$ cat src/pam_fifo.sv
// Small register queue used between the front and back and on the result side.
// Standalone; no package dependency.
`default_nettype none

module pam_fifo #(
  parameter int WIDTH = 8,
  parameter int DEPTH = 2
) (
  input  logic             clk,
  input  logic             rst,
  input  logic             push,
  input  logic             pop,
  input  logic [WIDTH-1:0] wdata,
  output logic             full,
  output logic             empty,
  output logic [WIDTH-1:0] rdata
);

  localparam int PW = (DEPTH > 1) ? $clog2(DEPTH) : 1;
  localparam int CW = $clog2(DEPTH + 1);

  logic [WIDTH-1:0] store [DEPTH];
  logic [PW-1:0]    wr_ptr;
  logic [PW-1:0]    rd_ptr;
  logic [CW-1:0]    count;
  logic             do_push;
  logic             do_pop;

  assign full    = (count == CW'(DEPTH));
  assign empty   = (count == '0);
  assign do_push = push && !full;
  assign do_pop  = pop && !empty;
  assign rdata   = store[rd_ptr];

  // Advance pointers and occupancy
  always_ff @(posedge clk) begin
    if (rst) begin
      wr_ptr <= '0;
      rd_ptr <= '0;
      count  <= '0;
    end else begin
      if (do_push) begin
        wr_ptr <= (wr_ptr == PW'(DEPTH - 1)) ? '0 : wr_ptr + 1'b1;
      end
      if (do_pop) begin
        rd_ptr <= (rd_ptr == PW'(DEPTH - 1)) ? '0 : rd_ptr + 1'b1;
      end
      if (do_push && !do_pop) begin
        count <= count + 1'b1;
      end else if (do_pop && !do_push) begin
        count <= count - 1'b1;
      end
    end
  end

  // Hold stored words
  always_ff @(posedge clk) begin
    if (do_push) begin
      store[wr_ptr] <= wdata;
    end
  end

endmodule

`default_nettype wire

$ cat config.mk
export PLATFORM = sky130hd
export DESIGN_NAME = pam_fifo
export DESIGN_NICKNAME = d
export VERILOG_FILES = /design/src/pam_fifo.sv
export SDC_FILE = /design/constraint.sdc
export NUM_CORES = 1
export LEC_CHECK = 0
export BUFFER_PORTS_ARGS = -buffer_cell sky130_fd_sc_hd__buf_2
export CAP_MARGIN = 20
export CORE_MARGIN = 1
export CORE_UTILIZATION = 48
export CTS_CLUSTER_DIAMETER = 50
export DETAILED_ROUTE_END_ITERATION = 8
export GPL_TIMING_DRIVEN = 0
export PLACE_DENSITY = 0.77
export SLEW_MARGIN = 40
export SYNTH_ARGS = -nofsm -noshare
export SYNTH_HDL_FRONTEND = slang
export SYNTH_SLANG_ARGS = --single-unit
$ cat constraint.sdc
create_clock -name clk -period 1.8 [get_ports clk]
set_input_delay 0.18 -clock clk [delete_from_list [all_inputs] [get_ports clk]]
set_output_delay 0.18 -clock clk [all_outputs]
set_load 0.1 [all_outputs]
==> results of run 1 <==
==> sequential cells by signal, summed over array words and instances (netlist names), named ones only <==
signal  count
wr_ptr      1
count       2
store      16
rd_ptr      1
==> synthesized netlist by cell type <==
| library cell | count | area share [%] |
|---|---|---|
| dfxtp_1 | 5 | 13 |
| or3_1 | 2 | 1.6 |
| o21ai_0 | 3 | 1.9 |
| a21oi_1 | 2 | 1.3 |
| nor2_1 | 5 | 2.4 |
| and2_1 | 1 | 0.79 |
| inv_1 | 2 | 0.95 |
| xor2_1 | 3 | 3.3 |
| edfxtp_1 | 16 | 61 |
| ha_1 | 1 | 1.6 |
| mux2_2 | 8 | 11 |
| nor2b_2 | 1 | 1.1 |
| buf_2 | 1 | 0.63 |
==> logic make-up (layout without fill, tap and decap cells) <==
family / Yosys count / after routing / share of synthesized area (%)
AND/OR/NAND/NOR: 9 / 9 / 5.84
AO/OA/AOI/OAI: 5 / 5 / 3.15
multiplexers: 8 / 8 / 11.4
XOR/XNOR: 3 / 3 / 3.31
flip-flops: 21 / 21 / 73.2
adder cells (fa/ha/maj): 1 / 1 / 1.58
buffers and inverters: 3 / 28 / 1.58
==> worst register-to-register path, cell delays in order (launching register included) <==
cell and delay (ns):
dfxtp_2 0.37, o21ai_0 0.31, ha_1 0.33, or3_1 0.35, a21oi_1 0.14
==> cell type report <==
cell class	instances	area, um2
flip-flops and latches	21	583
fillers	140	572
multi-input cells	26	205
repair buffers	21	105
clock buffers	4	26.3
well taps	16	20.0
inverters	2	7.51
plain buffers	1	5.00
==> through the flow <==
stage | worst slack (ns) | std cells | hold slack, ns | setup TNS (ns)
6_report | 0.150 | 91 | 0.0687 | 0
5_1_grt | 0.0893 | 91 | 0.0548 | 0
4_1_cts | 0.134 | 91 | 0.0648 | 0
3_5_place_dp | 0.241 | 87 | 0.372 | 0
3_3_place_gp | 0.323 | 87 | 0.369 | 0
2_1_floorplan | -0.0705 | 50 | 0.242 | -0.0705
==> per-layer routing <==
metal	wire length (um)	track usage (%)
met5	0	0
met4	0	3.75
met3	77	4.26
met2	635	26.7
met1	433	15.3
==> path summary, 6_finish.rpt <==
check / from / endpoint / slack, ns
max: register / rdata[5] / 0.15
min: wdata[5] / store[1][5] / 0.07
max reg2reg: count[0] / count[1] / 0.23
min reg2reg: wr_ptr / wr_ptr / 0.49
==> key figures, run 1 <==
Routing
  • Iteration-0 DRC Markers: 1
  • Final ANT Viol Nets: 0
  • DRT Pass-1 Iters: 3
  • # DRC: 0
  • Routed vias: ~470
  • Post-Route WL: about 1100 um
  • Avg Vias per Cell: ~5
  • WL/cell: 12.6 um

CTS
  • Post-cts repair resize count: 0
  • CTS tree: built
  • CTS sink count: 21
  • CTS Root Cell: clkbuf_4
  • Worst-path clk slew: between 0.1 and 0.15 ns
  • Hold_buf cts: 0
  • Skew-Pair Late Insertion Delay: a little under 0.3 ns
  • Setup Buffers After CTS: 0
  • TritonCTS Buffers: 3
  • CTS Buffer Depth: 2
  • H-tree depth: 1

Final layout
  • Layout cell share with drive strength beyond 1: between 40% and 50%
  • Most common cell after layout, fill and taps aside: buf_2
  • Total inserted antenna cells: 0
  • Finished Cell Area: 952 um2
  • Commonest cells after routing, fill and taps aside: 22 x buf_2, 16 x edfxtp_1, 8 x mux2_2
  • Nets: 89
  • Layout area overhead: 20.0%
  • Final core occ: about 62%

STA
  • Period minus WS final: 1.65 ns
  • Tcrit/Tclk final: around nine tenths
  • Setup violators final: 0
  • Fin. Hold Viols: 0
  • Final Slew Violations: 0
  • Fmax: between 0.6 and 0.7 GHz
  • Clk_skew: between 0.002 and 0.003 ns
  • RSZ-0062 raised after global routing: no
  • Worst slew margin: approximately two thirds
  • Worst-margin pin slew: 0.484 ns

Synth
  • Library cells used by synthesis: 13
  • Sequential-to-total area share from yosys stat: 73.2%
  • Seq cells post-synth: 21
  • Synth warn: 0
  • Syn Area/Cell: between 15 and 20 um2
  • Syn_nets: 63
  • Cell area after synthesis: ~800 um2
  • Mapped Cells: 50

Die
  • Row count: 14
  • Core Box Area: 1520 um2
  • Starting Density: a little over half
  • Die area: 1820 um2
  • Die Width: between 40 and 50 um
  • Die extent in y: between 40 and 50 um
  • Boundary Pins: 22

Setup path
  • Cell chain of the critical path: buf_2, mux2_2, buf_2
  • CP bufs+invs: 2
  • Slowest stage delay, CP: 0.36 ns
  • Slowest cell on the critical path: mux2_2
  • Worst EP required: 1.62 ns
  • CP most frequent cell: buf_2
  • Kind of critical path: register to output port
  • CP Max Fanout: 8
  • Critical path depth in cells: 3
  • Worst EP arrival: about 1.5 ns
  • Crit. End Element: output port
  • Worst Setup Start Kind: register
  • Worst r2r path cells: 4
  • Critical path's top delay family: buffers and inverters

Run
  • Max-cap violations: 0

Worst hold path
  • Worst Hold Class: input pin to register
  • Worst Hold Depth: 1

GRT
  • Global Route Usage Sum: approximately 14%
  • GR Overflow Total: 0
  • Initial antenna violation count: 0
  • First-pass GRT wire length: around 1900 um
  • Largest net degree at the start of global routing: 12
  • Vias in the first global route: around 470

Placement
  • Placed Area: between 900 and 1000 um2
  • Dpl hpwl: 858 um
  • RePlAce Congestion: about 0.62
  • I/O Buffers: 21

Status
  • Status: finished clean
Power of run 1 is left out: the tool's default activity adds up to more than one toggle a clock period on the data nets, which glitch-free logic cannot reach.
==> inputs of run 2 (changes only) <==
==> constraint.sdc (replaced) <==
create_clock -name clk -period 1.8 [get_ports clk]
set_input_delay 0.09 -clock clk [delete_from_list [all_inputs] [get_ports clk]]
set_output_delay 0.09 -clock clk [all_outputs]
set_load 0.1 [all_outputs]
==> key figures, run 2 (synthesis gave the netlist of run 1 again) <==
Status
  • Status: finished clean (unchanged)

Routing
  • Routed vias: 496 (was 466)
  • Iteration-0 DRC Markers: 1 (unchanged)
  • DRT Pass-1 Iters: 2 (was 3)
  • WL/cell: 12.3 um (was 12.6 um)
  • Final ANT Viol Nets: 0 (unchanged)
  • Avg Vias per Cell: 4.96 (was 5.12)
  • Post-Route WL: 1230 um (was 1150 um)
  • # DRC: 0 (unchanged)

Die
  • Die extent in y: 42.7 um (unchanged)
  • Boundary Pins: 22 (unchanged)
  • Core Box Area: 1520 um2 (unchanged)
  • Die area: 1820 um2 (unchanged)
  • Row count: 14 (unchanged)
  • Die Width: 42.7 um (unchanged)
  • Starting Density: 52.1% (unchanged)

Worst hold path
  • Worst Hold Depth: 4 (was 1)
  • Worst Hold Class: input pin to register (unchanged)

Placement
  • I/O Buffers: 21 (unchanged)
  • Placed Area: 926 um2 (unchanged)
  • Dpl hpwl: 858 um (unchanged)
  • Pre-CTS setup slack: 0.241 ns (unchanged)
  • RePlAce Congestion: 0.618 (unchanged)

CTS
  • TritonCTS Buffers: 3 (unchanged)
  • Worst-path clk slew: 0.11 ns (about the same)
  • Skew-Pair Late Insertion Delay: 0.29 ns (about the same)
  • H-tree depth: 1 (unchanged)
  • CTS tree: built (unchanged)
  • CTS Buffer Depth: 2 (unchanged)
  • CTS Root Cell: clkbuf_4 (unchanged)
  • Setup Buffers After CTS: 0 (unchanged)
  • CTS sink count: 21 (unchanged)

Final layout
  • Commonest cells after routing, fill and taps aside: 22 x buf_2, 16 x edfxtp_1, 9 x dlygate4sd3_1 (was 22 x buf_2, 16 x edfxtp_1, 8 x mux2_2)
  • Nets: 98 (was 89)
  • Most common cell after layout, fill and taps aside: buf_2 (unchanged)
  • Finished Cell Area: 1040 um2 (was 952 um2)
  • FILL cells: 132 (was 140)
  • Top Registers: store: 16 flops, count: 2 flops (unchanged)
  • Reg with most FFs: store (unchanged)
  • Max reg flops: 16 (unchanged)
  • Layout area overhead: 31.4% (was 20.0%)
  • Layout cell share with drive strength beyond 1: 42.9% (was 48.0%)
  • Total inserted antenna cells: 0 (unchanged)

STA
  • Worst-margin pin slew: 0.484 ns (about the same)
  • Clk_skew: 0.00126 ns (was 0.00261 ns)
  • Fmax: 0.628 GHz (was 0.606 GHz)
  • Worst slew margin: 68.0% (was 67.9%)
  • Setup violators final: 0 (unchanged)
  • Final WS setup: 0.208 ns (was 0.150 ns)
  • Final Slew Violations: 0 (unchanged)
  • RSZ-0062 raised after global routing: no (unchanged)
  • Tcrit/Tclk final: 88.5% (was 91.7%)
  • Period minus WS final: 1.59 ns (was 1.65 ns)
  • Final TNS setup: 0 ns (unchanged)
  • Fin. Hold Viols: 0 (unchanged)

Run
  • Max-cap violations: 0 (unchanged)

Setup path
  • Crit. End Element: register (was output port)
  • CP Max Fanout: 5 (was 8)
  • Worst EP arrival: 1.82 ns (was 1.47 ns)
  • Worst EP required: 2.03 ns (was 1.62 ns)
  • Worst r2r path cells: 4 (unchanged)
  • Kind of critical path: register to register (was register to output port)
  • Worst Setup Start Kind: register (unchanged)

GRT
  • Global Route Usage Sum: 14.9% (was 14.2%)
  • Largest net degree at the start of global routing: 12 (unchanged)
  • GR Overflow Total: 0 (unchanged)
  • Initial antenna violation count: 0 (unchanged)
  • Vias in the first global route: 489 (was 474)
  • First-pass GRT wire length: 2010 um (was 1910 um)
-- run 2: cell count changes in the layout (fill, tap and decap cells not counted) --
cell | previous run | this run
dlygate4sd3_1 | 0 | 9
-- run 2: stage by stage --
stage	hold WS [ns]	instances	utilization, %
3_3_place_gp	0.279	87	60.8
5_1_grt	0.240	100	68.4
4_1_cts	0.177	100	68.4
2_1_floorplan	0.152	50	-
6_report	0.174	100	68.4
3_5_place_dp	0.282	87	60.8
-- run 2: area by class of cell --
cell class,instances,area [um2],area share (%)
inverters,2,7.51,0.720
repair buffers,30,195,18.7
plain buffers,1,5.00,0.480
multi-input cells,26,205,19.7
clock buffers,4,26.3,2.52
flip-flops and latches,21,583,55.9
well taps,16,20.0,1.92
-- run 2: path summary, 6_finish.rpt --
| path | startpoint | endpoint | slack (ns) |
|---|---|---|---|
| max | count[0] | count[1] | 0.21 |
| max reg2reg | count[0] | count[1] | 0.21 |
| min | push | wr_ptr | 0.17 |
| min reg2reg | wr_ptr | wr_ptr | 0.50 |
-- run 2: worst max-delay path, cell delays in order, from the launching register on --
cell     delay (ns)
dfxtp_2        0.37
o21ai_0        0.33
ha_1           0.34
or3_1          0.35
a21oi_1        0.13
-- run 2: metal layers --
metal  vias to the layer above  track usage, %  routed length, um  share of wire, %
met3                         0            2.55                 58               4.7
li1                        247               -                  -                 -
met2                        16            27.3                673                55
met4                         0            3.75                  0                 0
met5                         -               0                  0                 0
met1                       233            17.9                498                40
-- run 2: what timing repair did --
item                      CTS  global route
hold endpoints to repair   17             0
hold buffers                9             0
gates resized for setup     0             0
Power of run 2 is left out for the same reason.
==> inputs of run 3 (changes only) <==
CORE_ASPECT_RATIO = 1.5   (was not set)
CORE_UTILIZATION = 35   (was 48)
PLACE_DENSITY = 0.6   (was 0.77)
==> key figures, run 3 (synthesis gave the netlist of run 1 again) <==
CTS
  • Worst-path clk slew: 0.10 ns (was 0.11 ns)
  • Skew-Pair Late Insertion Delay: 0.29 ns (about the same)
  • CTS sink count: 21 (unchanged)
  • TritonCTS Buffers: 3 (unchanged)
  • Post-cts repair resize count: 0 (unchanged)
  • CTS tree: built (unchanged)
  • H-tree depth: 1 (unchanged)
  • CTS Root Cell: clkbuf_4 (unchanged)
  • CTS Buffer Depth: 2 (unchanged)

Setup path
  • Crit. End Element: output port (was register)
  • R2r startpoint: count[0] (unchanged)
  • Worst EP arrival: 1.46 ns (was 1.82 ns)
  • Kind of critical path: register to output port (was register to register)
  • Worst Setup Start Kind: register (unchanged)
  • Reg2Reg Capture Point: count[1] (unchanged)
  • CP Max Fanout: 8 (was 5)
  • Flop-to-flop setup slack: 0.27 ns (was 0.21 ns)
  • Worst EP required: 1.71 ns (was 2.03 ns)
  • Worst r2r path cells: 4 (unchanged)

Routing
  • M1 WL: 516 um (was 498 um)
  • Routed vias: 497 (was 496)
  • Post-Route WL: 1190 um (was 1230 um)
  • WL/cell: 11.2 um (was 12.3 um)
  • DRT Pass-1 Iters: 3 (was 2)
  • WL met2: 594 um (was 673 um)
  • Final ANT Viol Nets: 0 (unchanged)
  • # DRC: 0 (unchanged)
  • Iteration-0 DRC Markers: 8 (was 1)
  • Uppermost layer routed: met4 (was met3)
  • Met3 WL: 62 um (was 58 um)
  • Avg Vias per Cell: 4.69 (was 4.96)

STA
  • Fmax: 0.644 GHz (was 0.628 GHz)
  • Tcrit/Tclk final: 86.3% (was 88.5%)
  • Worst-margin pin slew: 0.485 ns (was 0.484 ns)
  • Worst slew margin: 67.9% (was 68.0%)
  • Clk_skew: 0.00484 ns (was 0.00126 ns)
  • Period minus WS final: 1.55 ns (was 1.59 ns)
  • Fin. Hold Viols: 0 (unchanged)
  • RSZ-0062 raised after global routing: no (unchanged)
  • Final Slew Violations: 0 (unchanged)
  • Setup violators final: 0 (unchanged)

Final layout
  • Most common cell after layout, fill and taps aside: buf_2 (unchanged)
  • Nets: 98 (unchanged)
  • Max reg flops: 16 (unchanged)
  • Reg with most FFs: store (unchanged)
  • Top Registers: store: 16 flops, count: 2 flops (unchanged)
  • Commonest cells after routing, fill and taps aside: 22 x buf_2, 16 x edfxtp_1, 9 x dlygate4sd3_1 (unchanged)
  • Layout area overhead: 32.3% (was 31.4%)
  • Layout cell share with drive strength beyond 1: 42.9% (unchanged)
  • Final core occ: 50.5% (was 68.4%)
  • Total inserted antenna cells: 0 (unchanged)

Status
  • Status: finished clean (unchanged)

Die
  • Die Width: 40.9 um (was 42.7 um)
  • Die extent in y: 60.3 um (was 42.7 um)
  • Row count: 20 (was 14)
  • Core Box Area: 2080 um2 (was 1520 um2)
  • Starting Density: 38.2% (was 52.1%)
  • Boundary Pins: 22 (unchanged)
  • Die area: 2460 um2 (was 1820 um2)

GRT
  • Vias in the first global route: 483 (was 489)
  • GR Overflow Total: 0 (unchanged)
  • First-pass GRT wire length: 1880 um (was 2010 um)
  • Global Route Usage Sum: 11.2% (was 14.9%)
  • Largest net degree at the start of global routing: 12 (unchanged)
  • Initial antenna violation count: 0 (unchanged)

Worst hold path
  • WHS Endpoint: wr_ptr (unchanged)
  • Worst Hold Class: input pin to register (unchanged)
  • Worst Hold Depth: 4 (unchanged)
  • Hold_sp: push (unchanged)

Run
  • Max-cap violations: 0 (unchanged)

Placement
  • RePlAce Congestion: 0.662 (was 0.618)
  • I/O Buffers: 21 (unchanged)
  • Dpl hpwl: 895 um (was 858 um)
## run 3: cell counts in the layout (fill, tap and decap cells not counted)
No cell type changed its count.
## run 3: per-stage QoR
step                setup TNS (ns)  instance area [um2]  hold slack [ns]  std cells  setup slack [ns]
floorplan                  -0.0705                  801            0.152         50           -0.0705
global placement                 0                  933            0.278         93             0.281
finish                           0                 1050            0.180        106             0.247
detailed placement               0                  933            0.284         93             0.272
global route                     0                 1050            0.220        106             0.117
CTS                              0                 1040          0.00988        105             0.221
## run 3: worst max-delay path, stage by stage (launching register included)
cell     delay (ns)
dfxtp_1        0.31
buf_2          0.20
mux2_2         0.36
buf_2          0.29
## run 3: repair_timing
| item | CTS | global route |
|---|---|---|
| hold buffers | 8 | 1 |
| endpoints found under the hold margin | 16 | 1 |
| setup buffers | 0 | 0 |
## run 3: cell type report
cell class                      count  area [um2]
Timing Repair Buffer               30         195
Inverter                            2        7.51
Buffer                              1        5.00
Clock buffer                        4        26.3
Sequential cell                    21         583
Fill cell                         191        1030
Tap cell                           22        27.5
Multi-Input combinational cell     26         205
## run 3: metal layers
metal	up-vias	track usage (%)
met2	17	18.5
met4	0	5.71
met3	2	2.60
met5	-	0
met1	227	12.8
li1	251	-
## run 3: how the worst max path moves through the flow
stage / startpoint / slack (ns) / end
after floorplan: count[1] / -0.07 / count[1]
after global placement: count[0] / 0.28 / count[1]
after detailed placement: count[0] / 0.27 / count[1]
after CTS: register / 0.22 / rdata[0]
after global routing: count[0] / 0.12 / count[1]
final: register / 0.25 / rdata[0]
Power of run 3 is left out for the same reason.
